## config.mk

```make
export PLATFORM = sky130hd
export DESIGN_NAME = swpb_slot_mod
export DESIGN_NICKNAME = d
export VERILOG_FILES = /design/src/hdl/swpb_pkg.sv /design/src/hdl/swpb_slot_mod.sv
export SDC_FILE = /design/constraint.sdc
export NUM_CORES = 1
export LEC_CHECK = 0
export BUFFER_PORTS_ARGS = -buffer_cell sky130_fd_sc_hd__buf_2
export CORE_UTILIZATION = 56
export DETAILED_ROUTE_END_ITERATION = 7
export HOLD_SLACK_MARGIN = 0.06
export MAX_ROUTING_LAYER = met4
export PLACE_DENSITY_LB_ADDON = 0.12
export SETUP_SLACK_MARGIN = 0.05
export SLEW_MARGIN = 20
export SYNTH_ARGS = -nofsm -noshare
export SYNTH_HDL_FRONTEND = slang
export SYNTH_SLANG_ARGS = --single-unit
```

## constraint.sdc

```tcl
create_clock -name clk -period 6 [get_ports clk]
set_input_delay 0 -clock clk [delete_from_list [all_inputs] [get_ports clk]]
set_output_delay 0 -clock clk [all_outputs]
set_load 0.05 [all_outputs]
```

## src/hdl/swpb_pkg.sv

```systemverilog
package swpb_pkg;

	// Sizing of the window store
	localparam int MAX_SLOTS = 16;
	localparam int PDU_WORDS = 512;

	// Fixed field widths
	localparam int SEQ_W   = 32;
	localparam int WIDX_W  = 9;
	localparam int DATA_W  = 32;
	localparam int BYTES_W = 12;
	localparam int CFG_W   = 5;

	// Derived widths
	localparam int SLOT_W    = (MAX_SLOTS > 1) ? $clog2(MAX_SLOTS) : 1;
	localparam int WIN_W     = SLOT_W + 1;
	localparam int SWP_CNT_W = $clog2(MAX_SLOTS + 1);
	localparam int PAY_DEPTH = MAX_SLOTS * PDU_WORDS;
	localparam int PAY_AW    = (PAY_DEPTH > 1) ? $clog2(PAY_DEPTH) : 1;

	// Slot index division: bits of the sequence number retired per cycle
	localparam int DIV_BITS  = 4;
	localparam int DIV_STEPS = SEQ_W / DIV_BITS;
	localparam int DIV_CNT_W = (DIV_STEPS > 1) ? $clog2(DIV_STEPS) : 1;

	// Window size after reset
	localparam logic [CFG_W-1:0] WIN_RESET = CFG_W'(16);

	// Request codes
	localparam logic [1:0] REQ_ADD = 2'd0;
	localparam logic [1:0] REQ_GET = 2'd1;
	localparam logic [1:0] REQ_RR  = 2'd2;

	// Status codes
	localparam logic [1:0] ST_OK      = 2'd0;
	localparam logic [1:0] ST_TAKEN   = 2'd1;
	localparam logic [1:0] ST_RR_HIGH = 2'd2;
	localparam logic [1:0] ST_RR_OLD  = 2'd3;

	typedef struct packed {
		logic [1:0]         req_type;
		logic [SEQ_W-1:0]   seq_num;
		logic [WIDX_W-1:0]  word_index;
		logic [DATA_W-1:0]  data_word;
		logic [BYTES_W-1:0] pdu_bytes;
		logic               pdu_last;
		logic [SEQ_W-1:0]   rr_number;
	} req_t;

	typedef struct packed {
		logic [1:0]         status_code;
		logic               window_open;
		logic               entry_valid;
		logic [SEQ_W-1:0]   entry_seq;
		logic [BYTES_W-1:0] entry_bytes;
		logic [DATA_W-1:0]  entry_word;
	} rsp_t;

	// One slot table entry
	typedef struct packed {
		logic [SEQ_W-1:0]   seq;
		logic [BYTES_W-1:0] bytes;
	} tbl_entry_t;

	// Sequencer states, one-hot
	typedef enum logic [6:0] {
		S_IDLE  = 7'b0000001,
		S_DIV   = 7'b0000010,
		S_READ  = 7'b0000100,
		S_EXEC  = 7'b0001000,
		S_RR    = 7'b0010000,
		S_SWEEP = 7'b0100000,
		S_DONE  = 7'b1000000
	} state_t;

endpackage

```

## src/hdl/swpb_slot_mod.sv

```systemverilog
module swpb_slot_mod import swpb_pkg::*; (
	input  logic              clk,
	input  logic              arst_n,
	input  logic              go,
	input  logic [SEQ_W-1:0]  dividend,
	input  logic [WIN_W-1:0]  divisor,
	output logic              done,
	output logic [SLOT_W-1:0] rem
);

	logic [SEQ_W-1:0]     dvd_q;
	logic [WIN_W-1:0]     dsr_q;
	logic [SLOT_W-1:0]    rem_q;
	logic [DIV_CNT_W-1:0] cnt_q;
	logic                 run_q;
	logic                 done_q;
	logic [SLOT_W-1:0]    rem_nxt;

	// Restoring remainder, DIV_BITS dividend bits per cycle
	always_comb begin
		logic [WIN_W-1:0] t;
		rem_nxt = rem_q;
		for (int i = 0; i < DIV_BITS; i++) begin
			t = {rem_nxt, dvd_q[SEQ_W-1-i]};
			if (t >= dsr_q) begin
				t = t - dsr_q;
			end
			rem_nxt = t[SLOT_W-1:0];
		end
	end

	// Iteration control
	always_ff @(posedge clk or negedge arst_n) begin
		if (!arst_n) begin
			run_q  <= 1'b0;
			done_q <= 1'b0;
			cnt_q  <= '0;
		end else begin
			done_q <= 1'b0;
			if (go) begin
				run_q <= 1'b1;
				cnt_q <= '0;
			end else if (run_q) begin
				cnt_q <= cnt_q + 1'b1;
				if (cnt_q == DIV_CNT_W'(DIV_STEPS - 1)) begin
					run_q  <= 1'b0;
					done_q <= 1'b1;
				end
			end
		end
	end

	// Operand and remainder registers
	always_ff @(posedge clk) begin
		if (go) begin
			dvd_q <= dividend;
			dsr_q <= divisor;
			rem_q <= '0;
		end else if (run_q) begin
			dvd_q <= dvd_q << DIV_BITS;
			rem_q <= rem_nxt;
		end
	end

	assign done = done_q;
	assign rem  = rem_q;

	// Remainder always below the divisor once finished
	a_rem_range: assert property (@(posedge clk) disable iff (!arst_n)
		done |-> ({1'b0, rem_q} < dsr_q))
		else $error("slot remainder not below window size");

	// Done follows a running iteration
	a_done_src: assert property (@(posedge clk) disable iff (!arst_n)
		done |-> $past(run_q))
		else $error("slot done without a running division");

	// No new start while dividing
	a_no_overlap: assert property (@(posedge clk) disable iff (!arst_n)
		run_q |-> !go)
		else $error("slot division restarted while running");

endmodule

```

**Yosys cells after proc, flatten, opt, wreduce, memory -nomap -nowiden**

Cells that the tools add are included.

- Register bits: 46
- Word-level logic and storage cells: 31

- $add $sub $neg: 5
- Order comparisons: 4
- Equal/unequal tests: 1
- Multiplexer cells: 14
- Reduce and logical (&&, ||, !) cells: 1

Operators with widths:

| kind | count |
|---|---|
| $mux 32 | 2 |
| $ge 5x5->1 | 4 |
| $mux 4 | 4 |
| $sub 4x4->4 | 4 |
| $mux 1 | 6 |
| $mux 3 | 2 |
| $add 3x1->3 const B | 1 |
| $eq 3x3->1 const B | 1 |
| $reduce_bool 2->1 | 1 |

**Longest topological paths before layout**

- Depth after elaboration: 8
- Mapped depth: 26

**Least setup slack after synthesis**

Ideal clock, no wire load.

- Path type: register to register
- From: reg rem_q[1], in the netlist rem[1]
- To: reg rem_q[0], in the netlist rem[0]
- Setup time: 0.066 ns
- Arrival: 5.256 ns
- Data required time: 5.934 ns
- Slack: 0.678 ns
- Stages on the path, launching flop included: 24
- Path buffers: 0
- Cell sequence: dfxtp_1 > ha_1 > a21o_1 > a31oi_1 > o21ai_2 > mux2_4 > ha_1 > a21oi_1 > o21ai_1 > a2111oi_0 > nor4_2 > ha_1 > nand2_1 > o21ai_0 > a31oi_2 > mux2i_1 > inv_1 > ha_1 > nand2_1 > o21ai_0 > a31oi_1 > mux2i_1 > mux2i_1 > nor2_1

- Longest elaborated chain between the ends: 8

RTL lines:

| element | RTL line | text |
|---|---|---|
| from (decl) | swpb_slot_mod.sv:13 | `logic [SLOT_W-1:0] rem_q;` |
| from (signal assigned) | swpb_slot_mod.sv:61 | `rem_q <= rem_nxt;` |
| $sub 4x4->4 or $ge 5x5->1 (tied branches) | swpb_slot_mod.sv:26, swpb_slot_mod.sv:25 |  |
| $mux 4 (*) | swpb_slot_mod.sv:25 | `if (t >= dsr_q) begin` |
| $sub 4x4->4 or $ge 5x5->1 (tied branches) | swpb_slot_mod.sv:26, swpb_slot_mod.sv:25 |  |
| $mux 4 (*) | swpb_slot_mod.sv:25 |  |
| $ge 5x5->1 or $sub 4x4->4 (tied branches) | swpb_slot_mod.sv:25, swpb_slot_mod.sv:26 |  |
| $mux 4 (*) | swpb_slot_mod.sv:25 |  |
| $ge 5x5->1 (*) | swpb_slot_mod.sv:25 |  |
| $mux 4 (*) | swpb_slot_mod.sv:25 |  |

Every way passes the cells marked *; elsewhere a longest branch is shown, timed or not.
A chain may end at the register's enable or synchronous reset.

**Final worst setup path**

- From: reg dsr_q[0]
- To: reg rem_q[1], in the netlist rem[1]

- Longest elaborated chain between the ends: 8

RTL lines:

| element | RTL line | text |
|---|---|---|
| from (decl) | swpb_slot_mod.sv:12 | `logic [WIN_W-1:0] dsr_q;` |
| from (signal assigned) | swpb_slot_mod.sv:57 | `dsr_q <= divisor;` |
| $sub 4x4->4 or $ge 5x5->1 (tied branches) | swpb_slot_mod.sv:26, swpb_slot_mod.sv:25 |  |
| $mux 4 | swpb_slot_mod.sv:25 |  |
| $sub 4x4->4 or $ge 5x5->1 (tied branches) | swpb_slot_mod.sv:26, swpb_slot_mod.sv:25 |  |
| $mux 4 | swpb_slot_mod.sv:25 |  |
| $ge 5x5->1 or $sub 4x4->4 (tied branches) | swpb_slot_mod.sv:25, swpb_slot_mod.sv:26 |  |
| $mux 4 | swpb_slot_mod.sv:25 |  |
| $sub 4x4->4 or $ge 5x5->1 (tied branches) | swpb_slot_mod.sv:26, swpb_slot_mod.sv:25 |  |
| $mux 4 (*) | swpb_slot_mod.sv:25 |  |

Marks and branches as above.

==> impl_metrics.env <==
export IMPL_io_pin_count=45
export IMPL_powerDensity_nw_per_um2=517.1
export IMPL_crit_arrival_ns=5.69
export IMPL_worst_ir_drop_vdd_mv=0.2833
export IMPL_reg2reg_from="dsr_q[0]"
export IMPL_worstMarginPinSlew_ns=0.5147
export IMPL_rr_endpoint="rem[1]"
export IMPL_finalHoldViolCount=0
export IMPL_dr_pass1_iters=4
export IMPL_antenna_found_initial=0
export IMPL_row_count=24
export IMPL_synthAdderAreaFrac_pct=13.10
export IMPL_track_usage_pct=26.04
export IMPL_wl_per_cell_um=16.39
export IMPL_route_detailed_drc=0
export IMPL_ys_types=37
export IMPL_fmax_mhz=182.1
export IMPL_die_x_um=71.60
export IMPL_layout_common_cells="44 x buf_2, 39 x dlygate4sd3_1, 37 x edfxtp_1, 31 x mux2_2, 22 x ha_1"
export IMPL_overflow=0
export IMPL_dpl_hpwl_um=3549
export IMPL_drive_gt1_share_pct=31.48
export IMPL_synth_edf_count=37
export IMPL_ant_nets=0
export IMPL_drv_slew=0
export IMPL_ctsLongestPathBuffers=2
export IMPL_ys_seq_area_share_pct=48.52
export IMPL_antenna_cells=0
export IMPL_area_delta_synth_final_pct=29.66
export IMPL_synth_flop_cell="edfxtp_1"
export IMPL_timing_hold_ws_ns=0.2690
export IMPL_status="completed"
export IMPL_synthXorXnorAreaFrac_pct=2.906
export IMPL_routed_wl_um=5850
export IMPL_ctsRootBufferMaster="clkbuf_8"
export IMPL_synth_seq_cells=46
export IMPL_layout_commonest_cell="buf_2"
export IMPL_muxShareOfSynthArea_pct=16.74
export IMPL_avgSynthCellArea_um2=12.56
export IMPL_fin_skew_ns=0.004099
export IMPL_required_ns=6.20
export IMPL_placement_io_buffers=44
export IMPL_core_area_um2=4504
export IMPL_dieArea_um2=5127
export IMPL_finalSetupTns_ns=0
export IMPL_crit_start="dsr_q[0]"
export IMPL_yosys_warnings=0
export IMPL_yosys_area_share_simple_pct=6.458
export IMPL_crit_end="rem[1]"
export IMPL_syn_area_um2=2713
export IMPL_timing_max_cap_violations=0
export IMPL_rr_worst_depth=23
export IMPL_critPathCaptureType="register"
export IMPL_synth_compound_area_share_pct=9.087
export IMPL_cp_start_kind="register"
export IMPL_hold_path_class="primary input to register"
export IMPL_fin_nets=370
export IMPL_synth_top_family_by_area="multiplexers"
export IMPL_max_slew_margin_rel_pct=65.69
export IMPL_die_h_um=71.60
export IMPL_routed_via_density=5.507
export IMPL_async_flop_share_pct=10.87
export IMPL_insertion_delay_ns=0.30
export IMPL_cellLeakagePower_nw=1.608
export IMPL_path_class="register to register"
export IMPL_floorplan_initialDensity_pct=60.22
export IMPL_cts_tree="yes"
export IMPL_grt_pass1_wl_um=9666
export IMPL_setup_viol=0
export IMPL_syn_inst=216
export IMPL_clk_pin_slew_ns=0.08
export IMPL_clock_sinks=46
export IMPL_period_needed_ns=5.491
export IMPL_numCtsBuffers=5
export IMPL_via_count=1966
export IMPL_grt_setup_unrepaired="no"
export IMPL_htree_num_levels=2
export IMPL_period_share_pct=91.51
export IMPL_routabilityCongestion=0.8998
export IMPL_synth_net_count=282
export IMPL_grt_max_degree=46
export IMPL_crit_fanout=8
export IMPL_r2r_slack_ns=0.51
export IMPL_grt_pass1_vias=2044
export IMPL_drt_iter0_drc=127
logic make-up after synthesis:
group	after synthesis
simple gates	34
compound gates	38
buf+inv	23
fa+ha+maj	26
xor+xnor	9
mux	40
flops	46
worst max-delay path, cell delays in order (launching register included):
cell and delay, ns:
edfxtp_1 0.51, ha_1 0.33, nand2b_1 0.14, a31oi_1 0.19, o21ai_2 0.12, mux2_4 0.32, ha_1 0.34, a21oi_1 0.19
o21ai_2 0.11, a2111oi_2 0.49, nor4_4 0.11, ha_1 0.22, a21oi_1 0.13, o21ai_0 0.17, a31oi_4 0.34, mux2i_1 0.32
inv_1 0.12, ha_1 0.30, nand2_1 0.05, o21ai_0 0.19, a31oi_2 0.20, o21ai_0 0.19, a21oi_1 0.06, a31o_2 0.23
power by group:
group	internal, W	switching (W)
registers	0.000390	0.0000254
logic	0.000575	0.000631
clock network	0.0000931	0.000104
total	0.00106	0.000761
worst min-delay path by stage:
stage / startpoint / to / slack (ns) / depth (start not counted)
3_3_place_gp: arst_n / cnt_q[2] / -0.18 / 1
2_1_floorplan: arst_n / cnt_q[0] / -0.30 / 0
4_1_cts: go / rem[0] / 0.26 / 3
3_5_place_dp: arst_n / cnt_q[0] / -0.18 / 1
6_report: go / rem[0] / 0.27 / 3
5_1_grt: go / rem[0] / 0.31 / 3
Yosys cell counts (2+ instances only):
| library cell | count | area share (%) |
|---|---|---|
| nor2b_1 | 4 | 0.92 |
| dfrtp_1 | 5 | 4.6 |
| ha_1 | 22 | 10 |
| mux2_2 | 31 | 13 |
| inv_1 | 18 | 2.5 |
| nand2_1 | 10 | 1.4 |
| nand3_1 | 3 | 0.55 |
| nor2_1 | 6 | 0.83 |
| a21o_1 | 7 | 1.9 |
| mux2_4 | 3 | 1.7 |
| and2_1 | 4 | 0.92 |
| fa_1 | 4 | 3.0 |
| a21oi_1 | 13 | 2.4 |
| dfxtp_1 | 4 | 3.0 |
| mux2i_1 | 6 | 2.2 |
| buf_1 | 3 | 0.42 |
| a31o_2 | 2 | 0.65 |
| and3_1 | 2 | 0.46 |
| clkbuf_1 | 2 | 0.28 |
| nor3_1 | 2 | 0.37 |
| xnor2_1 | 8 | 2.6 |
| o21ai_0 | 5 | 0.92 |
| a31oi_1 | 2 | 0.46 |
| edfxtp_1 | 37 | 41 |
flip-flops by register name (all words and copies together), names as in the netlist:
name,count
done,1
rem,4
dsr_q,5
run_q,1
cnt_q,3
dvd_q,32
per-stage QoR:
| stage | setup WS (ns) | instance area (um^2) | std cells | power, W | util [%] |
|---|---|---|---|---|---|
| finish | 0.5093 | 3517 | 357 | 0.001819 | 78.08 |
| global route | 0.03745 | 3517 | 357 | 0.001969 | 78.08 |
| CTS | 0.2548 | 3483 | 357 | 0.001729 | 77.33 |
| detailed placement | 0.2784 | 3002 | 310 | 0.001514 | 66.64 |
| global placement | 0.4227 | 3002 | 310 | 0.001496 | 66.64 |
| floorplan | 0.6782 | 2713 | 216 | 0.001322 | - |
repair_timing:
item	in CTS	in global routing
setup endpoints to repair	0	4
gates resized for setup	0	6
setup buffers	0	0
hold buffers	39	0
hold endpoints to repair	42	0
layer usage:
| layer | global-route usage (%) | wire [um] |
|---|---|---|
| met1 | 30.86 | 2444 |
| met2 | 44.23 | 3040 |
| met3 | 4.641 | 225 |
| met4 | 10.24 | 140 |
| met5 | - | 0 |
area by class of cell:
class	count	area, um^2
well taps	52	65.06
flip-flops and latches	46	1316
clock buffers	7	86.33
clock inverters	1	5.005
inverters	18	67.56
multi-input cells	147	1344
fillers	266	987.2
repair buffers	86	633.1
No activity file was read; power rests on OpenSTA's default activity.
