File: src/hdl/swpb_ram.sv
module swpb_ram #(
	parameter int WIDTH = 32,
	parameter int DEPTH = 16
) (
	input  logic                                        clk,
	input  logic                                        we,
	input  logic [((DEPTH > 1) ? $clog2(DEPTH) : 1)-1:0] waddr,
	input  logic [WIDTH-1:0]                            wdata,
	input  logic                                        re,
	input  logic [((DEPTH > 1) ? $clog2(DEPTH) : 1)-1:0] raddr,
	output logic [WIDTH-1:0]                            rdata
);

	logic [WIDTH-1:0] mem [DEPTH];

	// One write port, one registered read port
	always_ff @(posedge clk) begin
		if (we) begin
			mem[waddr] <= wdata;
		end
		if (re) begin
			rdata <= mem[raddr];
		end
	end

endmodule

File: config.mk
export PLATFORM = sky130hd
export DESIGN_NAME = swpb_ram
export DESIGN_NICKNAME = d
export VERILOG_FILES = /design/src/hdl/swpb_ram.sv
export SDC_FILE = /design/constraint.sdc
export NUM_CORES = 1
export LEC_CHECK = 0
export BUFFER_PORTS_ARGS = -buffer_cell sky130_fd_sc_hd__buf_2
export CAP_MARGIN = 40
export CORE_ASPECT_RATIO = 2
export CORE_MARGIN = 1
export CORE_UTILIZATION = 35
export DETAILED_ROUTE_END_ITERATION = 10
export GPL_TIMING_DRIVEN = 0
export HOLD_SLACK_MARGIN = 0.05
export SKIP_LAST_GASP = 1
export SLEW_MARGIN = 20
export SYNTH_ARGS = -nofsm -noshare
export SYNTH_HDL_FRONTEND = slang
export SYNTH_SLANG_ARGS = --single-unit
File: constraint.sdc
create_clock -name clk -period 5.85 [get_ports clk]
set_clock_uncertainty 0.2 [all_clocks]
set_input_delay 1.17 -clock clk [delete_from_list [all_inputs] [get_ports clk]]
set_output_delay 1.17 -clock clk [all_outputs]
set_load 0.1 [all_outputs]
---- Yosys cells after proc, flatten, opt, wreduce, memory -nomap -nowiden ----
Memories as Yosys holds them, arrays and structs flattened. A register that Yosys moved wholly into a read port is not among the register bits.
Index checks and enable logic that the tools add are counted.
word-level totals
  register bits after elaboration ......... 0
  bits in writable memories ............... 512
  input port bits ......................... 43
  output and inout bits ................... 32
  word-level logic and storage cells ...... 3
  memories kept ........................... 1
operators by class
  mux-type cells .......................... 2
memory list
  name  words  width  read ports  clocked after memory_dff  wr ports  line  text
  mem   16     32     1           1                         1         14    logic [WIDTH-1:0] mem [DEPTH];
operators with widths
  operator           count
  1-bit two-way mux  2

---- Longest topological paths before layout ----
Gate-level depths: netlist of run 1.
  depth after elaboration ................. 2
  depth in mapped cells ................... 5
  mapped depth without buffers ............ 3

---- Least setup slack after synthesis of run 1 ----
OpenSTA, ideal clock, no wires.
  kind .................................... in2reg
  from .................................... in waddr[2] (netlist name)
  to ...................................... mem mem[0][0] (enable)
  library setup time ...................... 0.461 ns
  data arrival time ....................... 3.888 ns
  data required time ...................... 5.189 ns
  path slack .............................. 1.300 ns
  cell stages on the path ................. 2
  buffers on the path ..................... 0
  cell sequence ........................... or3b_2 -> nor3_1
RTL lines
  item                line  text
  start: declaration  7     input logic [((DEPTH > 1) ? $clog2(DEPTH) : 1)-1:0] waddr,
  end: declaration    14
No word-level cell before the write port.

---- Final worst setup path of run 1 ----
  from .................................... in waddr[2] (netlist name)
  to ...................................... mem mem[0][8] (enable)
No word-level cell before the write port.

==> qor.yml, run 1 <==
status: "finished clean"
synth_area_leaders: "edfxtp_1, mux4_2, a22oi_1, nand2_1, buf_4"
netlist_top_cells_count: "edfxtp_1, mux4_2, a22oi_1"
p_total_mw: 7.92
root_buffer: "clkbuf_16"
clock.fmax_mhz: 327
area_growth_pct: 17.7
initial_core_util_pct: 35.3
diodes: 0
hold-worst-slack_ns: 0.550
io_buffers: 72
synth_area_mm2: 0.0202
intPower_mw: 6.15
syn-num-nets: 881
postLayoutCoreUtil_pct: 41.6
ys_seq_area_share_pct: 81.0
cp-start-kind: "input port"
clkSinkCount: 544
grt_max_degree: 23
overflow: 0
yosysTopAreaCellShare_pct: 81.0
antenna_found_initial: 3
cts.htree.levels: 2
antenna_left: 0
rows: 124
setup_viol: 0
core_area_mm2: 0.0571
drive_gt1_share_pct: 33.4
die_w_um: 172
vias: 9192
wl_per_cell_um: 25.3
rsz0062_at_grt: "false"
crit_required_ns: 5.93
clk_path_buf_depth: 3
ys_types: 17
combPwrFrac_pct: 6.9
clkTransAtPathRegs_ns: 0.07
die-area_mm2: 0.0587
dp_hpwl_mm: 29.8
criticalPathCategory: "in2reg"
worstPathArrival_ns: 3.14
fin_nets: 1043
cp-end-kind: "flop"
dp_slack_ns: 2.18
grt_pass1_wl_mm: 66.6
relSlewSlack_pct: 43.4
synth_warnings: 0
postCtsHoldBufs: 0
fin_crit_sh_pct: 52.4
p_leak_nw: 7.51
async_flop_share_pct: 0
syn_avg_cell_area_um2: 24.1
drt_drc_violations_left: 0
report.final.slew_viol_count: 0
tns_ns: 0
vias_per_cell: 5.13
post_cts_buffers: 0
die_y_um: 342
io_pins: 75
fillCellCount: 5002
synth_seq_cells: 544
drt-pass1-iter-count: 4
power.ir.vdd_worst_v: 0.000199
power.density_cell_area_mw_per_mm2: 334
grtUsageTotal_pct: 16.1
synth_cells: 838
yosysMostFrequentCell: "edfxtp_1"
drt_iter0_drc: 771
seqPwrFrac_pct: 55.6
cts_tree: "built"
hold_path.class: "reg2reg"
switchingPower_mw: 1.78
grt_pass1_vias: 10000
power.share.clock_pct: 37.5
crit_fanout: 7
gp_congestion: 0.694
ys.flop_type: "edfxtp_1"
clkLatencyLatePin_ns: 0.57
synth_edf_count: 544
worst_slew_pin_slew_ns: 0.850
final-hold-violation-count: 0
ctsResizeCount: 0
cts_made_buffers: 45
yosysTopAreaCell: "edfxtp_1"
fin_crit_ns: 3.06
layout_setup_ws_ns: 2.79
cap_viol_max_count: 0
drt-total-wl_mm: 45.3
switching_share_pct: 22.4
state kept, by name, summed over array words and instances (netlist names):
name,cells
mem,512
rdata,32
per-stage QoR:
step	cell area, um2	std cells
floorplan	20200	838
global placement	21500	1666
detailed placement	22300	1708
CTS	23700	1790
global route	23700	1791
finish	23700	1791
power groups by stage:
stage | clock, mW | combinational [mW] | sequential [mW]
final | 2.97 | 0.546 | 4.41
after global routing | 3.16 | 0.579 | 4.41
after CTS | 3.04 | 0.557 | 4.41
after detailed placement | 0 | 0.556 | 4.49
after global placement | 0 | 0.522 | 4.49
after floorplan | 0 | 0.210 | 4.63
cell type report:
type	count	area (um2)	share of cell area (%)
clock inverters	35	284	1.20
flip-flops and latches	544	16300	68.8
repair buffers	115	1100	4.62
well taps	756	946	3.98
clock buffers	47	1130	4.77
plain buffers	43	223	0.938
multi-input cells	251	3730	15.7
cells in the final DEF, fill, tap and decap left out, types with 2 or more instances in the layout:
cell | netlist | routed
a22oi_1 | 64 | 64
buf_1 | 9 | 9
buf_12 | 0 | 4
buf_16 | 0 | 17
buf_2 | 4 | 76
buf_4 | 11 | 27
buf_6 | 2 | 8
bufinv_16 | 0 | 4
clkbuf_1 | 17 | 19
clkbuf_16 | 0 | 45
clkinv_1 | 0 | 11
clkinv_2 | 0 | 13
clkinvlp_4 | 0 | 3
edfxtp_1 | 544 | 544
inv_6 | 0 | 3
mux4_2 | 128 | 128
nand2_1 | 33 | 33
nand2b_1 | 2 | 2
nand3b_1 | 2 | 2
nor2_4 | 0 | 12
nor2b_1 | 2 | 2
nor3_2 | 0 | 4
metal layers:
layer  GRT usage, %  part of all wire [%]  vias up
li1               -                     -     3927
met1           18.3                    36     4902
met3           2.83                   4.9       81
met2           29.4                    55      276
met4           6.54                   3.3        6
met5              0                 0.090        -
kinds of logic (layout without fill, tap and decap cells):
kind of cell | Yosys count | count (layout) | share of synthesized area, %
and+or+nand+nor | 59 | 59 | 1.25
DFF | 544 | 544 | 81.0
muxes | 128 | 128 | 14.3
buffers and inverters | 43 | 240 | 1.10
AOI/OAI and AO/OA | 64 | 64 | 2.38
worst paths after layout:
| kind | depth (start not counted) | from | slack (ns) | to |
|---|---|---|---|---|
| max | 6 | waddr[2] | 2.79 | mem[0][8]$_DFFE_PP_ |
| min | 3 | mem[6][8]$_DFFE_PP_ | 0.55 | rdata[8]$_DFFE_PP_ |
| max reg2reg | 3 | mem[11][12]$_DFFE_PP_ | 4.07 | rdata[12]$_DFFE_PP_ |
| min reg2reg | 3 | mem[6][8]$_DFFE_PP_ | 0.55 | rdata[8]$_DFFE_PP_ |
worst max-delay path, cell delays in order:
cell and delay (ns):
buf_2 0.12, or3b_2 0.59, nor3_2 0.62, buf_6 0.24, buf_4 0.20, buf_4 0.18
Note: power is estimated with default switching activity, not from simulation.
==> inputs of run 2 (changes only) <==
--- a/config.mk
+++ b/config.mk
@@ -5,6 +5,7 @@
 export SDC_FILE = /design/constraint.sdc
 export NUM_CORES = 1
 export LEC_CHECK = 0
+export ABC_AREA = 1
 export BUFFER_PORTS_ARGS = -buffer_cell sky130_fd_sc_hd__buf_2
 export CAP_MARGIN = 40
 export CORE_ASPECT_RATIO = 2
==> constraint.sdc (replaced) <==
create_clock -name clk -period 2.9 [get_ports clk]
set_clock_uncertainty 0.2 [all_clocks]
set_input_delay 0.58 -clock clk [delete_from_list [all_inputs] [get_ports clk]]
set_output_delay 0.58 -clock clk [all_outputs]
set_load 0.1 [all_outputs]
==> qor.yml, run 2 <==
ys_types: 14  # -3
synth_seq_cells: 544  # unchanged
io_buffers: 72  # unchanged
hold_path.class: "in2reg"
worstPathArrival_ns: 2.43  # -0.71 ns
fin_nets: 2310  # +120%
synth_edf_count: 544  # unchanged
antenna_found_initial: 0  # -3
p_total_mw: 16.5  # +110%
grt_pass1_wl_mm: 97.0  # +46%
ys.flop_type: "edfxtp_1"
vias: 15500  # +69%
crit_required_ns: 3.12  # -2.81 ns
synth_warnings: 0  # unchanged
die_w_um: 183  # +6.8%
met1_length_mm: 23.0  # +39%
drive_gt1_share_pct: 11.1  # -22 points
root_buffer: "clkbuf_16"
status: "finished clean"
cts_tree: "built"
postLayoutCoreUtil_pct: 41.2  # -0.37 points
grt_pass1_vias: 15500  # +54%
rows: 132  # +6.5%
setup_viol: 0  # unchanged
drt-total-wl_mm: 66.4  # +46%
cp-end-kind: "flop"
antenna_left: 0  # unchanged
initial_core_util_pct: 35.5  # +0.18 points
layout_setup_ws_ns: 0.691  # -2.10 ns
mostFrequentLayoutCell: "nand2_1"
relSlewSlack_pct: 38.5  # -4.8 points
final-hold-violation-count: 0  # unchanged
clkLatencyLatePin_ns: 0.60  # +0.03 ns
placed_area_mm2: 0.0253  # +13%
fillCellCount: 5949  # +19%
crit_fanout: 10  # +3
netlist_top_cells_count: "nand2_1, edfxtp_1, inv_1"
drt-pass1-iter-count: 5  # +1
dp_hpwl_mm: 46.0  # +54%
hold_depth: 1  # -2
fin_area_mm2: 0.0268  # +13%
dp_slack_ns: 0.127  # -2.05 ns
largest-register: "mem"
power.density_cell_area_mw_per_mm2: 617  # +85%
drt_iter0_drc: 1272  # +65%
diodes: 0  # unchanged
wl_per_cell_um: 20.9  # -17%
synth_area_mm2: 0.0231  # +14%
die_y_um: 365  # +6.9%
post_cts_buffers: 0  # unchanged
report.final.slew_viol_count: 0  # unchanged
power.ir.vdd_worst_v: 0.000367  # +85%
cp-start-kind: "input port"
grtUsageTotal_pct: 20.0  # +4.0 points
cap_viol_max_count: 0  # unchanged
reg_top3: "mem: 512 flops, rdata: 32 flops"
p_leak_nw: 11.2  # +49%
io_pins: 75  # unchanged
overflow: 0  # unchanged
fin_crit_ns: 2.21
yosysTopAreaCellShare_pct: 70.9  # -10 points
ys_seq_area_share_pct: 70.9  # -10 points
clock.fmax_mhz: 453
criticalPathCategory: "in2reg"
yosysMostFrequentCell: "nand2_1"
yosysTopAreaCell: "edfxtp_1"
largest_register_ffs: 512  # unchanged
drt_drc_violations_left: 0  # unchanged
syn-num-nets: 2163  # +150%
clk_path_buf_depth: 3  # unchanged
async_flop_share_pct: 0  # unchanged
postCtsHoldBufs: 0  # unchanged
core_area_mm2: 0.0649  # +14%
grt_max_degree: 20  # -13%
ctsResizeCount: 0  # unchanged
syn_avg_cell_area_um2: 10.9  # -55%
rsz0062_at_grt: "false"
vias_per_cell: 4.90  # -4.6%
worst_slew_pin_slew_ns: 0.922  # +0.0721 ns
fin_crit_sh_pct: 76.2
rr_worst_depth: 6  # +3
wl_met3_mm: 4.26  # +93%
wl_met2_mm: 34.7  # +38%
cts.htree.levels: 2  # unchanged
top_layer: "met4"
area_growth_pct: 16.1
most-common-layout-cells: "nand2_1, edfxtp_1, inv_1"
cts_made_buffers: 45  # unchanged
synth_area_leaders: "edfxtp_1, nand2_1, nand3_1, inv_1, buf_6"
synth_cells: 2120  # +150%
die-area_mm2: 0.0670  # +14%
clkTransAtPathRegs_ns: 0.07  # about the same
clkSinkCount: 544  # unchanged
gp_congestion: 0.821  # +18%
-- run 2: cell count changes in the layout (fill, tap and decap cells not counted), moves of 9 or more --
cell and change:
nand2_1 +644, buf_2 +37, buf_6 +24, inv_1 +388, nand3_1 +384, clkinv_2 -9, buf_4 -21, a22oi_1 -64
mux4_2 -128
-- run 2: worst paths after layout --
kind	start	to	slack, ns
worst min register to register	mem[14][28]$_DFFE_PP_	rdata[28]$_DFFE_PP_	0.54
worst max register to register	mem[15][5]$_DFFE_PP_	rdata[5]$_DFFE_PP_	1.36
worst min-delay path	wdata[10]	mem[0][10]$_DFFE_PP_	0.17
worst max-delay path	raddr[1]	rdata[17]$_DFFE_PP_	0.69
-- run 2: critical path, cell delays in order --
cell	delay, ns
buf_2	0.14
buf_2	0.37
buf_1	0.65
nand2_1	0.14
nand3_1	0.13
nand3_1	0.19
nand2_1	0.22
-- run 2: metrics by stage --
step / instances / setup TNS, ns / hold slack (ns)
after global placement: 3063 / -777.70 / 0.515
after global routing: 3172 / 0 / 0.176
final: 3172 / 0 / 0.167
after floorplan: 2120 / 0 / 0.479
after detailed placement: 3091 / 0 / 0.530
after CTS: 3172 / 0 / 0.151
-- run 2: report_power, final --
part | leakage, nW | internal (mW) | switching, mW | total (mW)
combinational | 5.55 | 0.347 | 1.13 | 1.48
clock | 0.689 | 3.33 | 2.82 | 6.14
sequential | 4.94 | 8.85 | 0.0426 | 8.89
-- run 2: kinds of logic after synthesis --
logic type / count (synthesis) / share of synthesized area (%)
and+or+nand+nor: 1081 / 19.7
buffers and inverters: 495 / 9.41
DFF: 544 / 70.9
-- run 2: per-layer routing --
layer / vias up / track usage (%)
met4: 0 / 12.3
met3: 225 / 2.39
met1: 7489 / 21.9
met2: 657 / 36.5
met5: - / 0
li1: 7160 / -
-- run 2: final cells by class --
| cell class | instances | area [um2] | share of cell area (%) |
|---|---|---|---|
| buffer | 105 | 702 | 2.62 |
| multi-input combinational | 1081 | 4670 | 17.4 |
| clock buffer | 56 | 1210 | 4.52 |
| clock inverter | 25 | 229 | 0.856 |
| inverter | 390 | 1470 | 5.48 |
| timing repair buffer | 100 | 1050 | 3.93 |
| sequential | 544 | 16300 | 61.1 |
| tap | 871 | 1090 | 4.07 |
==> inputs of run 3 (changes only) <==
==> constraint.sdc (replaced) <==
create_clock -name clk -period 2.2 [get_ports clk]
set_clock_uncertainty 0.2 [all_clocks]
set_input_delay 0.44 -clock clk [delete_from_list [all_inputs] [get_ports clk]]
set_output_delay 0.44 -clock clk [all_outputs]
set_load 0.1 [all_outputs]
==> qor.yml, run 3 (synthesis gave the netlist of run 2 again) <==
status: "finished clean"
power.ir.vdd_worst_v: 0.000457  # +25%
grt_pass1_vias: 15900  # +2.8%
drt_iter0_drc: 1288  # +1.3%
drt_drc_violations_left: 0  # unchanged
fillCellCount: 5955  # +0.10%
gp_congestion: 0.819  # -0.18%
worst_slew_pin_slew_ns: 0.902  # -0.0201 ns
fin_crit_ns: 2.07
p_total_mw: 21.7  # +31%
largest_register_ffs: 512  # unchanged
ff_latch_area_mm2: 0.0163  # unchanged
clk_path_buf_depth: 3  # unchanged
antenna_left: 0  # unchanged
mostFrequentLayoutCell: "nand2_1"
clkSinkCount: 544  # unchanged
drt-pass1-iter-count: 5  # unchanged
post_cts_buffers: 0  # unchanged
crit_fanout: 10  # unchanged
slowest_delay_ns: 0.72  # +0.07 ns
final-hold-violation-count: 0  # unchanged
setup_viol: 0  # unchanged
relSlewSlack_pct: 39.9  # +1.3 points
largest-register: "mem"
drt-total-wl_mm: 66.5  # +0.12%
critPathBufInv: 3  # unchanged
report.final.slew_viol_count: 0  # unchanged
clkTransAtPathRegs_ns: 0.07  # about the same
die_w_um: 183  # unchanged
criticalPathCategory: "in2reg"
multiInputGateArea_mm2: 0.00467  # unchanged
clock.fmax_mhz: 482
p_leak_nw: 11.3  # +1.2%
reg_top3: "mem: 512 flops, rdata: 32 flops"
cp-end-kind: "flop"
tns_ns: 0  # unchanged
cp-start-kind: "input port"
grt_max_degree: 20  # unchanged
grtUsageTotal_pct: 20.2  # +0.12 points
cts_tree: "built"
antenna_found_initial: 0  # unchanged
path_cells: "buf_2 -> buf_2 -> buf_1 -> nand3_1 -> nand3_1 -> nand2_1"
cts_made_buffers: 45  # unchanged
diodes: 0  # unchanged
fin_nets: 2337  # +1.2%
overflow: 0  # unchanged
postLayoutCoreUtil_pct: 41.7  # +0.45 points
cts.htree.levels: 2  # unchanged
die-area_mm2: 0.0670  # unchanged
fin_crit_sh_pct: 94.2
rows: 132  # unchanged
hold-worst-slack_ns: 0.0569  # -0.110 ns
vias: 15600  # +0.57%
io_buffers: 72  # unchanged
rsz0062_at_grt: "false"
grt_pass1_wl_mm: 98.0  # +1.0%
slowest_stage: "buf_1"
vias_per_cell: 4.88  # -0.31%
die_y_um: 365  # unchanged
placed_area_mm2: 0.0254  # +0.25%
io_pins: 75  # unchanged
power.density_cell_area_mw_per_mm2: 802  # +30%
clkLatencyLatePin_ns: 0.58  # -0.02 ns
crit_required_ns: 2.29  # -0.83 ns
path_delay_family: "buffers and inverters"
hold_path.class: "in2reg"
initial_core_util_pct: 35.5  # unchanged
root_buffer: "clkbuf_16"
area_growth_pct: 17.3
wl_per_cell_um: 20.8  # -0.76%
core_area_mm2: 0.0649  # unchanged
drive_gt1_share_pct: 11.2  # +0.081 points
cap_viol_max_count: 0  # unchanged
fin_area_mm2: 0.0270  # +1.1%
dp_hpwl_mm: 46.6  # +1.3%
worstPathArrival_ns: 2.17  # -0.26 ns
most-common-layout-cells: "nand2_1, edfxtp_1, inv_1"
## run 3: cell count changes in the layout (fill, tap and decap cells not counted), sizes merged, moves of 2 or more
cell and delta:
buf +2, dlygate4sd3 +25, clkinvlp -2, clkinv +4
## run 3: what timing repair did
item | 4_1_cts | 5_1_grt
hold buffers | 25 | 0
resized for setup | 0 | 0
setup endpoints to repair | 0 | 0
hold endpoints to repair | 346 | 0
## run 3: layout make-up
| cell class | count | area share (%) |
|---|---|---|
| clock buffers | 57 | 4.49 |
| multi-input cells | 1081 | 17.3 |
| flip-flops and latches | 544 | 60.4 |
| plain buffers | 105 | 2.60 |
| repair buffers | 127 | 5.05 |
| clock inverters | 25 | 0.763 |
| inverters | 390 | 5.42 |
| well taps | 871 | 4.03 |
## run 3: power by group
group          switching, mW  internal [mW]  leakage [nW]
Sequential            0.0566           11.7          4.94
Combinational           1.50          0.490          5.68
Clock                   3.70           4.28         0.694
Total                   5.25           16.4          11.3
## run 3: metal layers
layer / track usage [%] / routed length [um] / vias to the layer above
met5: 0 / 0 / -
met4: 13.3 / 4480 / 0
met3: 2.97 / 4220 / 232
met2: 36.8 / 34500 / 701
met1: 21.3 / 23300 / 7476
li1: - / - / 7211
## run 3: worst paths after layout
check | start | to | slack, ns | cells past startpoint
max | raddr[2] | rdata[5]$_DFFE_PP_ | 0.13 | 6
min | wdata[6] | mem[3][6]$_DFFE_PP_ | 0.06 | 1
max reg2reg | mem[15][5]$_DFFE_PP_ | rdata[5]$_DFFE_PP_ | 0.65 | 6
min reg2reg | mem[10][29]$_DFFE_PP_ | rdata[29]$_DFFE_PP_ | 0.53 | 6
## run 3: metrics by stage
step	cells	worst slack, ns
after detailed placement	3093	-0.411
after floorplan	2120	-0.433
after global routing	3200	0.137
final	3200	0.127
after CTS	3200	0.156
after global placement	3063	-2.17
